==> src/rtl/assert_macros.svh <==
// Assertion macros shared by the RTL files.
`ifndef ASSERT_MACROS_SVH
`define ASSERT_MACROS_SVH

// Check a property on the rising edge of clk, off while rst_n is low.
`define ASSERT_CLKRST(name, clk, rst_n, prop) \
  name: assert property (@(posedge clk) disable iff (!rst_n) prop) \
    else $error("assertion failed");

// Check a property on the module clock and reset.
`define ASSERT_CHK(name, prop) `ASSERT_CLKRST(name, clk_i, rst_ni, prop)

`endif

==> src/rtl/wg_pkg.sv <==
// Types, constants and saturation helper for the waveform generator.
package wg_pkg;

  localparam int MUL_W = 33;
  localparam int OUT_W = 224;

  localparam logic [63:0] HALF_PI_Q30 = 64'd1686629713;
  localparam logic [63:0] Q30_ONE     = 64'd1 << 30;

  localparam logic signed [31:0] S32_MAX = 32'sh7fff_ffff;
  localparam logic signed [31:0] S32_MIN = 32'sh8000_0000;
  localparam logic signed [63:0] S64_MAX = 64'sh7fff_ffff_ffff_ffff;
  localparam logic signed [63:0] S64_MIN = 64'sh8000_0000_0000_0000;

  typedef enum logic [1:0] {
    WAVE_SINE     = 2'd0,
    WAVE_SQUARE   = 2'd1,
    WAVE_TRIANGLE = 2'd2,
    WAVE_RAMP     = 2'd3
  } wave_e;

  typedef enum logic [1:0] {
    CFG_MODE = 2'd0,
    CFG_FREQ = 2'd1,
    CFG_AMP  = 2'd2,
    CFG_OFF  = 2'd3
  } cfg_idx_e;

  typedef enum logic [3:0] {
    ST_IDLE,
    ST_MUL_PH,
    ST_PHASE,
    ST_QUAD,
    ST_SINE,
    ST_UNIT,
    ST_SCALE,
    ST_STATS,
    ST_DIV_GO,
    ST_DIV,
    ST_OUT
  } st_e;

  function automatic logic signed [31:0] sat32(input logic signed [65:0] v);
    if (v > 66'(S32_MAX)) return S32_MAX;
    if (v < 66'(S32_MIN)) return S32_MIN;
    return v[31:0];
  endfunction

endpackage

==> src/rtl/wg_mul.sv <==
// Shared signed multiplier with a registered product.
module wg_mul import wg_pkg::*; (
  input  logic                          clk_i,
  input  logic signed [MUL_W-1:0]       a_i,
  input  logic signed [MUL_W-1:0]       b_i,
  output logic signed [2*MUL_W-1:0]     p_o
);

  logic signed [2*MUL_W-1:0] p_q;

  always_ff @(posedge clk_i) begin
    p_q <= a_i * b_i;
  end

  assign p_o = p_q;

endmodule

==> config.mk <==
export PLATFORM = sky130hd
export DESIGN_NAME = wg_mul
export DESIGN_NICKNAME = d
export VERILOG_FILES = /design/src/rtl/assert_macros.svh /design/src/rtl/wg_pkg.sv /design/src/rtl/wg_mul.sv
export SDC_FILE = /design/constraint.sdc
export NUM_CORES = 2
export LEC_CHECK = 0
export BUFFER_PORTS_ARGS = -buffer_cell sky130_fd_sc_hd__buf_2
export CAP_MARGIN = 20
export CORE_UTILIZATION = 50
export CTS_CLUSTER_SIZE = 28
export DETAILED_ROUTE_END_ITERATION = 6
export PLACE_DENSITY_LB_ADDON = 0.15
export SKIP_CTS_REPAIR_TIMING = 1
export SLEW_MARGIN = 25
export SYNTH_ARGS = -nofsm -noshare
export SYNTH_HDL_FRONTEND = slang
export SYNTH_SLANG_ARGS = --single-unit
export TNS_END_PERCENT = 1
==> constraint.sdc <==
create_clock -name clk_i -period 29.6 [get_ports clk_i]
set_input_delay 8.88 -clock clk_i [delete_from_list [all_inputs] [get_ports clk_i]]
set_output_delay 8.88 -clock clk_i [all_outputs]
set_load 0.01 [all_outputs]
# Yosys cells after proc, flatten, opt, wreduce, memory -nomap -nowiden
# Cells that the tools add are included.
[word_totals] register_bits=66 out_inout_bits=66 wordCells=2
[op_classes] n_mul=1
[ops] op="multiplier 33 x 33 -> 66 bit" count=1

# Depth between registers and ports, before layout
[depth] ltp_word=1 depth_mapped=27 depth_no_buf=26

# Least setup slack after synthesis
# Ideal clock, no wire load.
[synth_timing] path_type="input-to-reg" start="in a_i[32]" end="reg p_q[62] (netlist: p_o[62])" setup_ps=79 arrival_ps=16037 t_required_ps=29521 path_slack_ps=13484 cell_stages=23 cell_sequence="clkbuf_1 nand2_1 inv_1 fa_1 fa_1 fa_1 fa_1 fa_1 fa_1 fa_1 inv_1 fa_1 inv_1 ha_1 clkbuf_1 and3_1 nand3_1 nand2b_1 a2111oi_4 a211oi_4 a21o_2 a21o_1 a211oi_2"
[synth_via] elab_chain_len=1
[synth_lines] item="start, declared" line_no="wg_mul.sv:4" text="input logic signed [MUL_W-1:0] a_i,"
[synth_lines] item="multiplier 33 x 33 -> 66 bit" line_no="wg_mul.sv:12" text="p_q <= a_i * b_i;"
[synth_lines] item="end signal, assigned" line_no="wg_mul.sv:12"
[synth_lines] item="end, declared" line_no="wg_mul.sv:9" text="logic signed [2*MUL_W-1:0] p_q;"
# Every way passes these cells.

# Worst setup path after layout
[layout_timing] start="in b_i[9]" end="reg p_q[62] (netlist: p_o[62])"
[layout_via] elab_chain_len=1
[layout_lines] item="start, declared" line_no="wg_mul.sv:5" text="input logic signed [MUL_W-1:0] b_i,"
[layout_lines] item="multiplier 33 x 33 -> 66 bit" line_no="wg_mul.sv:12"
# Every way passes these cells.

==> impl_metrics.env <==
export IMPL_synth_edf_count=0
export IMPL_arrival_ns=16.91
export IMPL_synth_fp_nets=5767
export IMPL_first_pass_iters=7
export IMPL_dp_cells=5324
export IMPL_min_period_over_period_pct=56.3
export IMPL_largest_reg_flops=66
export IMPL_antenna_found_initial=6
export IMPL_clk_root_buffer_cell="clkbuf_16"
export IMPL_syn_area_per_cell_sq_um=9.39
export IMPL_cp_start_kind="input pin"
export IMPL_worstSetupPathType="in -> reg"
export IMPL_crit_top_cell="fa_1"
export IMPL_ys_top_cells_by_count="fa_1, inv_1, and2_1, nand2_1, ha_1"
export IMPL_core_area_sq_um=80500
export IMPL_met1_length_um=41200
export IMPL_seq_area_frac_synth_pct=3.24
export IMPL_setup_tns_ns=0
export IMPL_via_per_inst=5.25
export IMPL_start_util_pct=50.6
export IMPL_setup_violations_final=0
export IMPL_cpPeakStageDelay_ns=0.85
export IMPL_dieArea_sq_um=82600
export IMPL_ant_nets=0
export IMPL_final_cell_count_no_fill=5342
export IMPL_cp_max_fo=33
export IMPL_cts_made_buffers=9
export IMPL_die_y_um=287
export IMPL_status="finished clean"
export IMPL_critPathBufInv=4
export IMPL_die_w_um=287
export IMPL_highest_layer="met5"
export IMPL_crit_chain="buf_2 > nand2_1 > fa_1 > fa_1 > fa_1 > inv_1 > fa_1 > fa_1 > fa_1 > fa_1 > inv_1 > fa_1 > inv_1 > ha_1 > a21o_1 > a21o_1 > a21oi_1 > nor2b_1 > o21ai_0 > nor4b_1 > a211oi_2"
export IMPL_worstMarginPinSlew_ns=0.955
export IMPL_fmax_mhz=60.0
export IMPL_synth_area_top_cells="fa_1, inv_1, and2_1, ha_1, nand2_1"
export IMPL_drtIter0Drc=1287
export IMPL_hold_viol_final=0
export IMPL_place_gp_congestion=0.916
export IMPL_wl_met2_um=58300
export IMPL_synth_top_area_share_pct=56.3
export IMPL_synth_distinct_cells=80
export IMPL_synthArstFlopShare_pct=0
export IMPL_crit_family="adder cells"
export IMPL_rsz0062_at_grt="false"
export IMPL_synth_warning_count=0
export IMPL_hpwl_um=89300
export IMPL_wl_met3_um=4100
export IMPL_tritoncts="done"
export IMPL_grt_max_degree=34
export IMPL_required_ns=29.83
export IMPL_synth_top_area_cell="fa_1"
export IMPL_area_delta_synth_final_pct=3.85
export IMPL_slew_headroom_pct=36.3
export IMPL_hold_path_class="in -> reg"
export IMPL_drc_errors=0
export IMPL_grt_pass1_vias=30409
export IMPL_cpMaxStageDelayCell="fa_1"
export IMPL_synth_area_sq_um=40700
export IMPL_finalNetCount=5704
export IMPL_clk_pin_slew_ns=0.07
export IMPL_maxCapViolations=0
export IMPL_cts_sinks=66
export IMPL_routed_wl_um=109000
export IMPL_htreeDepth=3
export IMPL_synth_ff_type="dfxtp_1"
export IMPL_fin_crit_ns=16.68
export IMPL_synthCells=4338
export IMPL_grt_ovfl_total=0
export IMPL_layout_drive_gt1_share_pct=4.70
export IMPL_vias=28060
export IMPL_yosysMostFrequentCell="fa_1"
export IMPL_cp_end_kind="register"
export IMPL_rows=104
export IMPL_grt_util_all_layers_pct=27.7
export IMPL_clk_path_buf_depth=2
export IMPL_port_buffer_count=132
export IMPL_wl_per_cell_um=20.3
export IMPL_drv_slew=0
export IMPL_grt_pass1_wl_um=173000
export IMPL_synth_seq_cells=66
export IMPL_fin_util_pct=52.5
export IMPL_top_level_ports=133
per-stage QoR:
| step | hold slack, ns | setup WS (ns) | cell area [sq um] |
|---|---|---|---|
| detailed placement | 9.27 | 12.61 | 42000 |
| global route | 9.10 | 12.46 | 42300 |
| floorplan | 9.01 | 13.48 | 40700 |
| finish | 9.07 | 12.92 | 42300 |
| global placement | 9.27 | 12.50 | 42000 |
| CTS | 9.07 | 12.93 | 42300 |
routing by layer:
metal | global-route usage [%] | up-vias
li1 | - | 12194
met1 | 33.6 | 15032
met2 | 50.3 | 642
met3 | 2.81 | 190
met4 | 11.2 | 2
met5 | 0.698 | -
cells in the final DEF (no fill, tap or decap), types with 4 or more instances in the layout:
cell type,instances
nor3_1,7
xnor2_1,43
xor2_1,25
and2_1,562
nand2_1,551
o21bai_1,11
nand3_1,25
o21ai_0,25
o21a_1,6
and3_1,5
buf_2,132
ha_1,217
dfxtp_1,66
nand2b_1,12
clkbuf_16,9
o21ai_1,6
nor2_1,68
buf_4,15
o211ai_1,4
a21oi_1,57
and4_1,5
a31oi_1,8
inv_1,1131
a21o_1,36
fa_1,1144
nor2b_1,5
a211oi_1,7
nand4_1,11
a211o_1,6
cell type report:
cell class | count | area (sq um)
fillers | 7541 | 38200
multi-input cells | 2920 | 34300
inverters | 1131 | 4250
well taps | 1060 | 1330
flip-flops and latches | 66 | 1320
repair buffers | 147 | 773
clock buffers | 10 | 239
clock inverters | 6 | 72.6
diodes | 2 | 5.00
cells by family (layout without fill, tap and decap cells):
logic type,Yosys count,in the layout,synth area share [%]
other cells,0,2,0
fa+ha+maj,1362,1362,62.9
compound gates,219,219,4.07
simple gates,1271,1271,15.8
buf+inv,1352,1294,12.5
flops,66,66,3.24
xor+xnor,68,68,1.46
worst paths after layout:
path	start	end	slack, ns	depth (start not counted)
worst max-delay path	b_i[9]	p_o[62]	12.92	21
worst min-delay path	b_i[0]	p_o[0]	9.07	2
Power is not shown: default switching activity piles up to over one toggle a cycle in this logic, so the estimate is an artifact.
