[src/rtl/assert_macros.svh]
// Assertion macros shared by the RTL files.
`ifndef ASSERT_MACROS_SVH
`define ASSERT_MACROS_SVH

// Check a property on the rising edge of clk, off while rst_n is low.
`define ASSERT_CLKRST(name, clk, rst_n, prop) \
  name: assert property (@(posedge clk) disable iff (!rst_n) prop) \
    else $error("assertion failed");

// Check a property on the module clock and reset.
`define ASSERT_CHK(name, prop) `ASSERT_CLKRST(name, clk_i, rst_ni, prop)

`endif

[src/rtl/wg_pkg.sv]
// Types, constants and saturation helper for the waveform generator.
package wg_pkg;

  localparam int MUL_W = 33;
  localparam int OUT_W = 224;

  localparam logic [63:0] HALF_PI_Q30 = 64'd1686629713;
  localparam logic [63:0] Q30_ONE     = 64'd1 << 30;

  localparam logic signed [31:0] S32_MAX = 32'sh7fff_ffff;
  localparam logic signed [31:0] S32_MIN = 32'sh8000_0000;
  localparam logic signed [63:0] S64_MAX = 64'sh7fff_ffff_ffff_ffff;
  localparam logic signed [63:0] S64_MIN = 64'sh8000_0000_0000_0000;

  typedef enum logic [1:0] {
    WAVE_SINE     = 2'd0,
    WAVE_SQUARE   = 2'd1,
    WAVE_TRIANGLE = 2'd2,
    WAVE_RAMP     = 2'd3
  } wave_e;

  typedef enum logic [1:0] {
    CFG_MODE = 2'd0,
    CFG_FREQ = 2'd1,
    CFG_AMP  = 2'd2,
    CFG_OFF  = 2'd3
  } cfg_idx_e;

  typedef enum logic [3:0] {
    ST_IDLE,
    ST_MUL_PH,
    ST_PHASE,
    ST_QUAD,
    ST_SINE,
    ST_UNIT,
    ST_SCALE,
    ST_STATS,
    ST_DIV_GO,
    ST_DIV,
    ST_OUT
  } st_e;

  function automatic logic signed [31:0] sat32(input logic signed [65:0] v);
    if (v > 66'(S32_MAX)) return S32_MAX;
    if (v < 66'(S32_MIN)) return S32_MIN;
    return v[31:0];
  endfunction

endpackage

[src/rtl/wg_div.sv]
// Iterative signed 64 by unsigned 32 divider, two quotient bits per cycle.
`include "assert_macros.svh"

module wg_div import wg_pkg::*; (
  input  logic                clk_i,
  input  logic                rst_ni,
  input  logic                start_i,
  input  logic signed [63:0]  dividend_i,
  input  logic [31:0]         divisor_i,
  output logic                done_o,
  output logic signed [31:0]  quot_o
);

  localparam int Steps = 2;
  localparam int Iters = 64 / Steps;
  localparam int CW    = $clog2(Iters);

  logic          busy_q, done_q;
  logic [CW-1:0] cnt_q;
  logic [31:0]   rem_q, rem_d;
  logic [63:0]   dvd_q, dvd_d;
  logic [31:0]   dvs_q;
  logic          neg_q;
  logic [32:0]   sh;
  logic          last;
  logic signed [65:0] mag, quot_w;

  assign last = (cnt_q == CW'(Iters - 1));

  always_comb begin
    rem_d = rem_q;
    dvd_d = dvd_q;
    sh    = '0;
    for (int k = 0; k < Steps; k++) begin
      sh    = {rem_d, dvd_d[63]};
      dvd_d = {dvd_d[62:0], 1'b0};
      if (sh >= {1'b0, dvs_q}) begin
        rem_d    = 32'(sh - {1'b0, dvs_q});
        dvd_d[0] = 1'b1;
      end else begin
        rem_d = sh[31:0];
      end
    end
  end

  always_ff @(posedge clk_i or negedge rst_ni) begin
    if (!rst_ni) begin
      busy_q <= 1'b0;
      done_q <= 1'b0;
      cnt_q  <= '0;
    end else begin
      done_q <= busy_q && last;
      if (start_i) begin
        busy_q <= 1'b1;
        cnt_q  <= '0;
      end else if (busy_q) begin
        cnt_q <= cnt_q + CW'(1);
        if (last) busy_q <= 1'b0;
      end
    end
  end

  always_ff @(posedge clk_i) begin
    if (start_i) begin
      dvd_q <= dividend_i[63] ? 64'(-dividend_i) : 64'(dividend_i);
      rem_q <= '0;
      dvs_q <= divisor_i;
      neg_q <= dividend_i[63];
    end else if (busy_q) begin
      dvd_q <= dvd_d;
      rem_q <= rem_d;
    end
  end

  assign mag    = signed'({2'b00, dvd_q});
  assign quot_w = neg_q ? -mag : mag;
  assign quot_o = sat32(quot_w);
  assign done_o = done_q;

  `ASSERT_CHK(div_rem_below_divisor_a, busy_q |-> (rem_q < dvs_q))
  `ASSERT_CHK(div_start_when_free_a, start_i |-> !busy_q)
  `ASSERT_CHK(div_done_pulse_a, done_q |=> !done_q)

endmodule
[config.mk]
export PLATFORM = sky130hd
export DESIGN_NAME = wg_div
export DESIGN_NICKNAME = d
export VERILOG_FILES = /design/src/rtl/wg_pkg.sv /design/src/rtl/wg_div.sv
export VERILOG_INCLUDE_DIRS = /design/src /design/src/rtl
export SDC_FILE = /design/constraint.sdc
export NUM_CORES = 1
export LEC_CHECK = 0
export ABC_CLOCK_PERIOD_IN_PS = 10700
export CAP_MARGIN = 20
export CORE_MARGIN = 2
export CORE_UTILIZATION = 35
export DETAILED_ROUTE_END_ITERATION = 7
export DONT_BUFFER_PORTS = 1
export GPL_TIMING_DRIVEN = 0
export SLEW_MARGIN = 15
export SYNTH_ARGS = -nofsm -noshare
export SYNTH_HDL_FRONTEND = slang
export SYNTH_SLANG_ARGS = --single-unit
[constraint.sdc]
create_clock -name clk_i -period 10.7 [get_ports clk_i]
set_input_delay 2.14 -clock clk_i [delete_from_list [all_inputs] [get_ports clk_i]]
set_output_delay 2.14 -clock clk_i [all_outputs]
set_load 0.02 [all_outputs]
# Yosys cells after proc, flatten, opt, wreduce, memory -nomap -nowiden
# Cells that the tools add are included.
[classes] n_addsub=5 mul=0 n_div=0 order_cmp=4 n_eq_ne=1 n_shift=0 n_mux=20 bitwise=0 n_reduce_logical=2
[ops] cell="32-bit two-way mux" n=6
[ops] cell="64-bit two-way mux" n=3
[ops] cell="33-bit by 32-bit greater-or-equal comparator with 1-bit output" n=2
[ops] cell="66-bit by 32-bit greater-than comparator with 1-bit output, second input constant" n=1
[ops] cell="66-bit by 32-bit less-than comparator with 1-bit output, second input constant" n=1
[ops] cell="66-bit two-way mux" n=1
[ops] cell="64-bit negation with 66-bit output" n=1
[ops] cell="64-bit negation" n=1
[ops] cell="32-bit subtractor" n=2
[ops] cell="5-bit two-way mux" n=2
[ops] cell="1-bit two-way mux" n=8
[ops] cell="5-bit by 1-bit adder with 5-bit output, second input constant" n=1
[ops] cell="5-bit equality test, second input constant" n=1
[ops] cell="2-bit nonzero test" n=1
[ops] cell="1-bit logical AND" n=1
[totals] reg_bits=136 latch_bits=0 ram_bits=0 rom_bits=0 output_inout_bits=33 n_memories=0

# Longest topological paths before layout
# Gate-level depths: netlist (run 1).
[logic_depth] ltp_word=7 mapped_depth=26

# Least setup slack after synthesis (run 1)
# No wires, ideal clock.
[synth_path] path_type="register to output" start="register dvd_q[16]" end="output port quot_o[10]" arrival_time_ns=3.887 path_slack_ns=4.673 stages_incl_launch_ff=12 cell_sequence="edfxtp_1 > or4_4 > nor4b_4 > nand4_2 > nor3_1 > a31oi_1 > xnor2_1 > or4b_2 > nor4b_2 > a31oi_2 > buf_6 > o21ai_1"
[synth_between] elab_chain_len=7 elab_cells_between_ends=10
[synth_lines] item="start, declared" line_no="wg_div.sv:21" rtl="logic [63:0] dvd_q, dvd_d;"
[synth_lines] item="start signal, assigned" line_no="wg_div.sv:65" rtl="dvd_q <= dividend_i[63] ? 64'(-dividend_i) : 64'(dividend_i);"
[synth_lines] item="start signal, assigned" line_no="wg_div.sv:70" rtl="dvd_q <= dvd_d;"
[synth_lines] item="64-bit negation with 66-bit output" line_no="wg_div.sv:76" rtl="assign quot_w = neg_q ? -mag : mag;"
[synth_lines] item="66-bit two-way mux *" line_no="wg_div.sv:76"
[synth_lines] item="66-bit by 32-bit less-than comparator with 1-bit output" line_no="wg_pkg.sv:45" rtl="if (v < 66'(S32_MIN)) return S32_MIN;"
[synth_lines] item="1-bit two-way mux (2 in a row)" line_no="wg_pkg.sv:45"
[synth_lines] item="32-bit two-way mux" line_no="wg_pkg.sv:46" rtl="return v[31:0];"
[synth_lines] item="32-bit two-way mux *" line_no="wg_pkg.sv:45"
[synth_lines] item="end, declared" line_no="wg_div.sv:11" rtl="output logic signed [31:0] quot_o"
# Every way passes the cells marked *; elsewhere a longest branch is shown, timed or not. The select of a mux whose other input is x is not followed.

# Final worst setup path (run 1)
[layout_path] start="register dvs_q[8]" end="register rem_q[30]"
[layout_between] elab_chain_len=4 elab_cells_between_ends=6
[layout_lines] item="start, declared" line_no="wg_div.sv:22" rtl="logic [31:0] dvs_q;"
[layout_lines] item="start signal, assigned" line_no="wg_div.sv:67" rtl="dvs_q <= divisor_i;"
[layout_lines] item="32-bit subtractor / 33-bit by 32-bit greater-or-equal comparator with 1-bit output (equally long branches)" line_no="wg_div.sv:38, wg_div.sv:37"
[layout_lines] item="32-bit two-way mux" line_no="wg_div.sv:37" rtl="if (sh >= {1'b0, dvs_q}) begin"
[layout_lines] item="32-bit subtractor / 33-bit by 32-bit greater-or-equal comparator with 1-bit output (equally long branches)" line_no="wg_div.sv:38, wg_div.sv:37"
[layout_lines] item="32-bit two-way mux *" line_no="wg_div.sv:37"
[layout_lines] item="end signal, assigned" line_no="wg_div.sv:71" rtl="rem_q <= rem_d;"
[layout_lines] item="end, declared" line_no="wg_div.sv:20" rtl="logic [31:0] rem_q, rem_d;"
# Every way passes the cells marked *; elsewhere a longest branch is shown, timed or not.
# A chain may end at the register's enable or synchronous reset.

==> results of run 1 <==
-- registers in the layout, summed over array words and instances, names as in the netlist --
name and cells:
dvd_q 64, dvs_q 32, rem_q 32, cnt_q 5, busy_q 1, done_o 1, neg_q 1
-- final cells by class --
cell class                 instances  area, um^2
clock inverter                    13         131
clock buffer                      18         429
tap                              461         577
fill                            3609       21700
timing repair buffer               2        31.3
buffer                            78         350
inverter                          67         251
multi-input combinational       1202        8200
sequential                       136        3730
-- Yosys cell counts (all sizes together) (4+ instances only) --
| cell | n | area, um^2 |
|---|---|---|
| o31a | 4 | 35.0 |
| buf | 20 | 129 |
| and4 | 5 | 43.8 |
| nor2b | 9 | 56.3 |
| ha | 68 | 851 |
| or2 | 12 | 75.1 |
| or4 | 31 | 251 |
| nor4 | 20 | 146 |
| nand2 | 113 | 427 |
| o311ai | 6 | 52.6 |
| a2111oi | 5 | 43.8 |
| clkbuf | 58 | 221 |
| o41ai | 18 | 165 |
| nor3 | 41 | 205 |
| a21oi | 111 | 559 |
| o31ai | 41 | 313 |
| a211oi | 26 | 195 |
| o21ai | 117 | 668 |
| inv | 65 | 244 |
| a32oi | 4 | 35.0 |
| dfxtp | 32 | 641 |
| a21o | 17 | 128 |
| and3 | 13 | 82.6 |
| nand2b | 7 | 43.8 |
| and2 | 7 | 43.8 |
| nor2 | 146 | 564 |
| edfxtp | 97 | 2910 |
| a31oi | 18 | 119 |
| o21a | 13 | 97.6 |
| xnor2 | 48 | 420 |
| xor2 | 113 | 990 |
| nand4 | 20 | 131 |
| o211a | 5 | 50.1 |
| o21bai | 7 | 52.6 |
| or3 | 19 | 120 |
| nand3 | 31 | 155 |
| mux2i | 27 | 270 |
| mux2 | 17 | 191 |
| a31o | 6 | 52.6 |
| dfrtp | 7 | 175 |
-- how the worst max path moves through the flow --
stage               depth (start not counted)          to      start  slack (ps)
global placement                           23   rem_q[30]   dvs_q[4]        2970
global route                               24   rem_q[30]   dvs_q[1]        2440
floorplan                                  11  quot_o[10]  dvd_q[16]        4670
finish                                     24   rem_q[30]   dvs_q[8]        3000
detailed placement                         23   rem_q[30]   dvs_q[4]        3120
CTS                                        23   rem_q[30]   dvs_q[4]        3020
-- logic make-up (layout without fill, tap and decap cells) --
family                   Yosys count  in the layout  share of synthesized area (%)
AO/OA/AOI/OAI                    436            436                           23.2
flip-flops                       136            136                           29.8
multiplexers                      44             44                           3.69
buffers and inverters            145            178                           4.81
adder cells (fa/ha/maj)           70             70                           7.12
XOR/XNOR                         161            161                           11.3
AND/OR/NAND/NOR                  491            491                           20.1
-- stage by stage --
step,std cells,hold slack (ps),instance area [um^2]
after floorplan,1483,475,12500
after global routing,1977,534,13700
after CTS,1976,509,13700
after detailed placement,1945,501,13100
final,1977,504,13700
after global placement,1944,493,13100
-- worst register-to-register path: stages (launching register included) --
cell and delay (ps):
edfxtp_1 360, inv_1 100, ha_1 270, a211oi_1 360
o21ai_0 240, a41oi_1 440, a21o_1 240, a31oi_1 150
a31oi_1 310, clkbuf_1 600, clkbuf_1 600, o21ai_0 260
ha_1 420, a21o_1 230, a21o_1 180, a2111oi_0 620
o31ai_1 220, a21oi_1 180, a32oi_1 200, a22o_1 320
nor2_1 170, buf_2 340, clkbuf_1 470, nor2_1 130
a21o_1 190
-- routing by layer --
metal	GRT usage, %	up-vias	wire [um]
met3	3.37	60	2640
met4	5.71	0	808
li1	-	5580	-
met1	28.1	5587	17800
met5	0	-	0
met2	37.2	440	19300
-- power by group --
| group | internal [mW] | switching, mW | total [mW] |
|---|---|---|---|
| Sequential | 0.672 | 0.0872 | 0.760 |
| Clock | 0.340 | 0.251 | 0.591 |
| Combinational | 0.855 | 1.25 | 2.10 |
==> results.toml, run 1 <==
[run_status]
status = "complete, no violations"

[power_and_ir_drop]
ir_drop_mv = 0.143
cellPowerDensity_mw_per_mm2 = 252
p_total_mw = 3.45
leakage_nw = 5.24

[place]
routabilityCongestion = 0.950
post-place-ws_ps = 3120
port_buffers = 0
dp_hpwl_mm = 30.9

[timing]
final-setup-viol-count = 0
fin_crit_sh_pct = 72.0
max_freq_ghz = 0.130
fin_worst_skew_ps = 9.58
period_minus_slack_ps = 7700
rsz0062_at_grt = "false"
drv_slew = 0
final_hold_viol_count = 0
slew_headroom_pct = 38.1
fin_ws_ps = 3000
fin_tns_setup_ps = 0
tightest_slew_ps = 920

[clock_network]
cts_tree = "done"
cts_hold_buf = 0
cts_resized = 0
cts_max_path_buffers = 2
cts_sinks = 136
cts-htree-levels = 4
cts_buffers = 17
post-cts-setup-buffer-count = 0
cts_root_buf = "clkbuf_16"
clkTransAtPathRegs_ps = 60
insertion_delay_ps = 440

[setup_path]
cpMostUsedCell = "a21o_1"
cp.required_ps = 11030
cp.buffers_inverters = 5
cp-start-kind = "flip-flop"
r2r_slack_ps = 3000
critPathMaxStageDelay_ps = 620
endpoint_kind = "flip-flop"
criticalPathCategory = "reg -> reg"
slowest_stage = "a2111oi_0"
cp.arrival_ps = 8040
crit_family = "compound AO/OA/AOI/OAI gates"
r2r_cells = 24
reg2reg_to = "rem_q[30]"
crit_chain = "inv_1, ha_1, a211oi_1, o21ai_0, a41oi_1, a21o_1, a31oi_1, a31oi_1, clkbuf_1, clkbuf_1, o21ai_0, ha_1, a21o_1, a21o_1, a2111oi_0, o31ai_1, a21oi_1, a32oi_1, a22o_1, nor2_1, buf_2, clkbuf_1, nor2_1, a21o_1"
critPathMaxFanout = 10
r2r_start = "dvs_q[8]"

[synthesis]
ys_seq_area_share_pct = 29.8
async_flop_share_pct = 5.15
ys_ff_latch = 136
synth.avg_cell_area_um2 = 8.44
netlist_area_mm2 = 0.0125
yosysWarnings = 0
synth_top_flop_cell = "edfxtp_1"
syn_inst = 1483
syn-num-nets = 1652
synth_edf_count = 97
ys_types = 93

[global_routing]
grt_pass1_wl_mm = 62.4
antenna_found_initial = 0
grt_pass1_vias = 11347
grt_max_degree = 60
gr-usage-all-layers_pct = 21.6
overflow = 0

[cells_and_area]
nets = 1673
layout_commonest_cell = "nor2_1"
syn2layout_area_growth_pct = 9.39
num_antenna_cells = 0
utilization_pct = 38.7
layout_common_cells = "nor2_1 (145), xor2_1 (113), nand2_1 (111), a21oi_1 (110), edfxtp_1 (97)"
drive_gt1_share_pct = 7.98

[floorplan]
die-area_mm2 = 0.0373
rows = 69
core_mm2 = 0.0354
start_util_pct = 35.4
pin_count = 132
fp.dieW_um = 193
die_h_um = 193

[detailed_routing]
dr.pass1.iters = 6
vias = 11667
wl_per_cell_um = 20.5
first_iter_violations = 978
finalWirelength_mm = 40.5
viasPerCell = 5.90
drc = 0
ant_nets = 0

[hold_path]
worstHoldStart = "rem_q[22]"
worstHoldEndpoint = "rem_q[22]"
hold_depth = 2
hold_path.class = "reg -> reg"

[flow_run]
maxCapViolations = 0
Note: power is estimated with default switching activity, not from simulation.
==> run 2: changes to the inputs <==
--- a/config.mk
+++ b/config.mk
@@ -6,7 +6,7 @@
 export SDC_FILE = /design/constraint.sdc
 export NUM_CORES = 1
 export LEC_CHECK = 0
-export ABC_CLOCK_PERIOD_IN_PS = 10700
+export ABC_CLOCK_PERIOD_IN_PS = 7800
 export CAP_MARGIN = 20
 export CORE_MARGIN = 2
 export CORE_UTILIZATION = 35
==> constraint.sdc (replaced) <==
create_clock -name clk_i -period 7.8 [get_ports clk_i]
set_input_delay 1.56 -clock clk_i [delete_from_list [all_inputs] [get_ports clk_i]]
set_output_delay 1.56 -clock clk_i [all_outputs]
set_load 0.02 [all_outputs]
==> run 2 against run 1 <==
  * Via count up 0.30%
  * Global-route usage is the same
  * Sequential power grew 37%
  * Die area unchanged
  * Sequential share of layout area about the same
  * Power is 37% higher
  * Critical path depth unchanged
  * Utilization hardly changed
  * Largest cell class unchanged
  * Largest power group unchanged
==> results.toml, run 2 (same netlist as run 1, synthesis figures left out) <==
[clock_network]
cts_tree = "done"
cts_root_buf = "clkbuf_16"
cts_buffers = 17
clkTransAtPathRegs_ps = 60
cts-htree-levels = 4
insertion_delay_ps = 440
post-cts-setup-buffer-count = 0
cts_sinks = 136
cts_max_path_buffers = 2

[power_and_ir_drop]
ir_drop_mv = 0.197
leakage_nw = 5.25
cellPowerDensity_mw_per_mm2 = 346
p_total_mw = 4.74

[detailed_routing]
drc = 0
ant_nets = 0
dr.pass1.iters = 6
wl_per_cell_um = 20.5
viasPerCell = 5.92
vias = 11702
finalWirelength_mm = 40.5
first_iter_violations = 983

[place]
routabilityCongestion = 0.950
port_buffers = 0
dp_hpwl_mm = 30.9

[timing]
rsz0062_at_grt = "false"
slew_headroom_pct = 38.1
worst_hold_slack_ps = 504
fin_worst_skew_ps = 9.95
max_freq_ghz = 0.140
final_hold_viol_count = 0
final-setup-viol-count = 0
drv_slew = 0
fin_tns_setup_ps = 0
fin_crit_sh_pct = 91.8
tightest_slew_ps = 920
period_minus_slack_ps = 7160

[setup_path]
cp.arrival_ps = 7490
endpoint_kind = "flip-flop"
critPathMaxFanout = 10
criticalPathCategory = "reg -> reg"
cp.required_ps = 8130
cp-start-kind = "flip-flop"

[cells_and_area]
nets = 1673
syn2layout_area_growth_pct = 9.43
regMostFlops = "dvd_q"
drive_gt1_share_pct = 8.25
layout_common_cells = "nor2_1 (145), xor2_1 (113), nand2_1 (111), a21oi_1 (110), edfxtp_1 (97)"
layout_commonest_cell = "nor2_1"
num_antenna_cells = 0
largest_reg_flops = 64
num-fill-cells = 3611
top_regs = "dvd_q (64), dvs_q (32), rem_q (32)"

[floorplan]
die_h_um = 193
fp.dieW_um = 193
pin_count = 132
rows = 69
start_util_pct = 35.4
core_mm2 = 0.0354
die-area_mm2 = 0.0373

[global_routing]
grt_max_degree = 60
grt_pass1_vias = 11347
grt_pass1_wl_mm = 62.4
overflow = 0
gr-usage-all-layers_pct = 21.6
antenna_found_initial = 0

[hold_path]
hold_path.class = "reg -> reg"

[flow_run]
maxCapViolations = 0

[run_status]
status = "complete, no violations"
run 2: through the flow:
step	util [%]	setup slack [ps]	instance area (um^2)	std cells
5_1_grt	38.7	44.5	13700	1977
6_report	38.7	640	13700	1977
3_5_place_dp	37.1	216	13100	1945
2_1_floorplan	-	2110	12500	1483
3_3_place_gp	37.0	70.4	13100	1944
4_1_cts	38.7	117	13700	1976
run 2: what timing repair did:
| item | CTS | global route |
|---|---|---|
| hold buffers | 0 | 0 |
| endpoints found under the setup margin | 0 | 31 |
| resized for setup | 0 | 8 |
run 2: path summary, 6_finish.rpt:
| path | depth (start not counted) | slack [ps] | end | startpoint |
|---|---|---|---|---|
| setup reg to reg | 24 | 640 | rem_q[30] | dvs_q[8] |
| hold / removal | 2 | 500 | rem_q[22] | rem_q[22] |
| setup / recovery | 24 | 640 | rem_q[30] | dvs_q[8] |
| min in group asynchronous | 0 | 810 | cnt_q[4] | rst_ni |
| hold reg to reg | 2 | 500 | rem_q[22] | rem_q[22] |
| max in group asynchronous | 0 | 6910 | cnt_q[3] | rst_ni |
run 2: per-layer routing:
layer,routed length (um),GRT usage (%),share of wire (%)
met4,779,5.71,1.9
met2,19300,37.2,48
met1,17700,28.1,44
met3,2740,3.37,6.8
met5,0,0,0
run 2: worst max-delay path, cell delays in order (launching register included):
cell and delay [ps]:
edfxtp_1 360, inv_1 100, ha_1 270, a211oi_1 350, o21ai_0 240, a41oi_1 440, a21o_1 240, a31oi_1 150
a31oi_1 310, clkbuf_2 370, clkbuf_2 380, o21ai_0 190, ha_1 400, a21o_1 230, a21o_1 180, a2111oi_0 620
o31ai_1 220, a21oi_1 180, a32oi_1 200, a22o_1 320, nor2_1 170, buf_2 340, clkbuf_1 460, nor2_1 120
a21o_1 190
run 2: cell type report:
| type | instances | area, um^2 | share of cell area, % |
|---|---|---|---|
| Multi-Input combinational cell | 1202 | 8200 | 59.8 |
| Sequential cell | 136 | 3730 | 27.2 |
| Tap cell | 461 | 577 | 4.21 |
| Clock buffer | 18 | 429 | 3.13 |
| Buffer | 78 | 355 | 2.59 |
| Inverter | 67 | 251 | 1.84 |
| Clock inverter | 13 | 131 | 0.959 |
| Timing Repair Buffer | 2 | 31.3 | 0.228 |
run 2: power breakdown:
group          internal (mW)  switching (mW)  total, mW
registers              0.922           0.119       1.04
clock network          0.466           0.344      0.810
logic                   1.18            1.71       2.89
total                   2.56            2.17       4.74
==> run 3: changes to the inputs <==
--- a/config.mk
+++ b/config.mk
@@ -6,10 +6,12 @@
 export SDC_FILE = /design/constraint.sdc
 export NUM_CORES = 1
 export LEC_CHECK = 0
+export ABC_AREA = 1
 export ABC_CLOCK_PERIOD_IN_PS = 7800
 export CAP_MARGIN = 20
 export CORE_MARGIN = 2
 export CORE_UTILIZATION = 35
+export CTS_BUF_LIST = sky130_fd_sc_hd__clkbuf_4 sky130_fd_sc_hd__clkbuf_8
 export DETAILED_ROUTE_END_ITERATION = 7
 export DONT_BUFFER_PORTS = 1
 export GPL_TIMING_DRIVEN = 0
==> run 3 against run 2 <==
  * Area after synthesis grew 18%
  * Sequential power is essentially flat
  * Die area grew 18%
  * Via count grew 32%
  * Worst setup slack gained 1700 ps
  * Cell count grew 50%
  * Routed wire length grew 41%
  * Maximum frequency grew 30%
  * Register-to-register slack gained 1700 ps
  * Critical endpoint is now rem_q[29]
==> results.toml, run 3 <==
[detailed_routing]
finalWirelength_mm = 57.3
viasPerCell = 5.21
first_iter_violations = 1092
ant_nets = 0
drc = 0
wl_per_cell_um = 19.3
dr.pass1.iters = 5
vias = 15491

[synthesis]
async_flop_share_pct = 5.15
synthTopCellsByCount = "nand2_1 (735), nor2_1 (315), inv_1 (294)"
yosysWarnings = 0
synth_top_flop_cell = "edfxtp_1"
netlist_area_mm2 = 0.0148
synth_top_area_share_pct = 19.7
syn-num-nets = 2571
synth_edf_count = 97
synth_top_cell_by_area = "edfxtp_1"
ys_types = 56
ys_seq_area_share_pct = 25.2
synth_area_leaders = "edfxtp_1 (20%), nand2_1 (19%), nor2_1 (8.0%)"
ys_ff_latch = 136
syn_inst = 2402
synthMostInstantiatedCell = "nand2_1"
synth.avg_cell_area_um2 = 6.17

[setup_path]
endpoint = "rem_q[29]"
critPathMaxFanout = 10
r2r_start = "dvd_q[63]"
cp.required_ps = 8190
reg2reg_to = "rem_q[29]"
cpMostUsedCell = "nand2_1"
critPathMaxStageDelay_ps = 550
startpoint = "dvd_q[63]"
criticalPathCategory = "reg -> reg"
slowest_stage = "edfxtp_1"
r2r_slack_ps = 2310
cp.arrival_ps = 5880
endpoint_kind = "flip-flop"
r2r_cells = 31
cp-start-kind = "flip-flop"

[place]
port_buffers = 0
routabilityCongestion = 0.977
dp_hpwl_mm = 49.0

[hold_path]
hold_depth = 2
hold_path.class = "reg -> reg"

[floorplan]
pin_count = 132
rows = 75
start_util_pct = 35.4
die_h_um = 210
core_mm2 = 0.0419
fp.dieW_um = 210
die-area_mm2 = 0.0440

[clock_network]
cts_hold_buf = 0
cts-htree-levels = 4
post-cts-setup-buffer-count = 0
clkTransAtPathRegs_ps = 80
cts_tree = "done"
cts_resized = 0
cts_root_buf = "clkbuf_8"
cts_max_path_buffers = 2
cts_buffers = 17
cts_sinks = 136
insertion_delay_ps = 510

[cells_and_area]
regMostFlops = "dvd_q"
layout_common_cells = "nand2_1 (735), nor2_1 (315), inv_1 (294), nand3_1 (193), o21ai_0 (146)"
layout_commonest_cell = "nand2_1"
top_regs = "dvd_q (64), dvs_q (32), rem_q (32)"
num_antenna_cells = 0
drive_gt1_share_pct = 5.96
syn2layout_area_growth_pct = 7.57
largest_reg_flops = 64
nets = 2591

[global_routing]
overflow = 0
grt_max_degree = 60
antenna_found_initial = 0
gr-usage-all-layers_pct = 26.0
grt_pass1_vias = 15564
grt_pass1_wl_mm = 87.1

[timing]
fin_worst_skew_ps = 18.8
fin_crit_sh_pct = 70.4
slew_headroom_pct = 47.1
tightest_slew_ps = 785
max_freq_ghz = 0.182
period_minus_slack_ps = 5490
final_hold_viol_count = 0
rsz0062_at_grt = "false"
drv_slew = 0
fin_tns_setup_ps = 0
final-setup-viol-count = 0

[power_and_ir_drop]
ir_drop_mv = 0.236
leakage_nw = 7.30
p_total_mw = 5.85
cellPowerDensity_mw_per_mm2 = 367

[run_status]
status = "complete, no violations"

[flow_run]
maxCapViolations = 0
run 3: cell types whose count changed in the layout (fill, tap and decap cells not counted), moves of 29 or more:
cell      previous run  this run
nand2_1            111       735
inv_1               65       294
nor2_1             145       315
nand3_1             31       193
o21ai_0             85       146
xor2_1             113        69
o31ai_1             40         2
clkbuf_1            55        26
run 3: routing by layer:
layer / vias to the layer above / wire [um] / GRT usage, %
met1: 7027 / 22800 / 29.4
met5: - / 0 / 0
met4: 0 / 3410 / 15.2
li1: 7812 / - / -
met3: 150 / 2550 / 3.07
met2: 502 / 28500 / 47.3
run 3: worst max-delay path, delay by kind of cell, from the launching register on:
kind	cells	cell delay [ps]
compound gates	2	640
fa+ha+maj	2	530
buf+inv	5	1120
flops	1	550
simple gates	22	2510
run 3: worst min path at each step:
stage               from         to  slack, ps
2_1_floorplan  rem_q[31]  rem_q[31]        440
3_3_place_gp   rem_q[23]  rem_q[23]        460
3_5_place_dp   rem_q[23]  rem_q[23]        460
4_1_cts        rem_q[23]  rem_q[23]        470
5_1_grt        rem_q[24]  rem_q[24]        490
6_report       rem_q[23]  rem_q[23]        480
run 3: layout make-up:
type / instances / area (um^2)
clock inverters: 14 / 183
plain buffers: 59 / 315
flip-flops and latches: 136 / 3730
inverters: 300 / 1130
well taps: 539 / 674
multi-input cells: 1907 / 9650
fillers: 4673 / 25900
repair buffers: 1 / 27.5
clock buffers: 17 / 234
run 3: cell families after synthesis:
kind of cell | count (synthesis) | share of synthesized area [%]
XOR/XNOR | 119 | 7.03
AO/OA/AOI/OAI | 306 | 11.4
adder cells (fa/ha/maj) | 70 | 6.01
AND/OR/NAND/NOR | 1412 | 40.7
flip-flops | 136 | 25.2
buffers and inverters | 359 | 9.70
run 3: where the power goes:
group | leakage, nW | switching (mW) | internal (mW)
Clock | 0.201 | 0.302 | 0.342
Sequential | 1.38 | 0.134 | 0.935
Combinational | 5.72 | 2.72 | 1.42
Total | 7.30 | 3.16 | 2.69
run 3: stage by stage:
step | setup WS [ps] | hold slack, ps | instance area (um^2) | cells | utilization, %
floorplan | 3390 | 443 | 14800 | 2402 | -
global placement | 1630 | 461 | 15500 | 2941 | 37.0
detailed placement | 2280 | 460 | 15500 | 2942 | 37.1
CTS | 2240 | 473 | 15900 | 2973 | 38.1
global route | 1850 | 488 | 15900 | 2973 | 38.1
finish | 2310 | 476 | 15900 | 2973 | 38.1
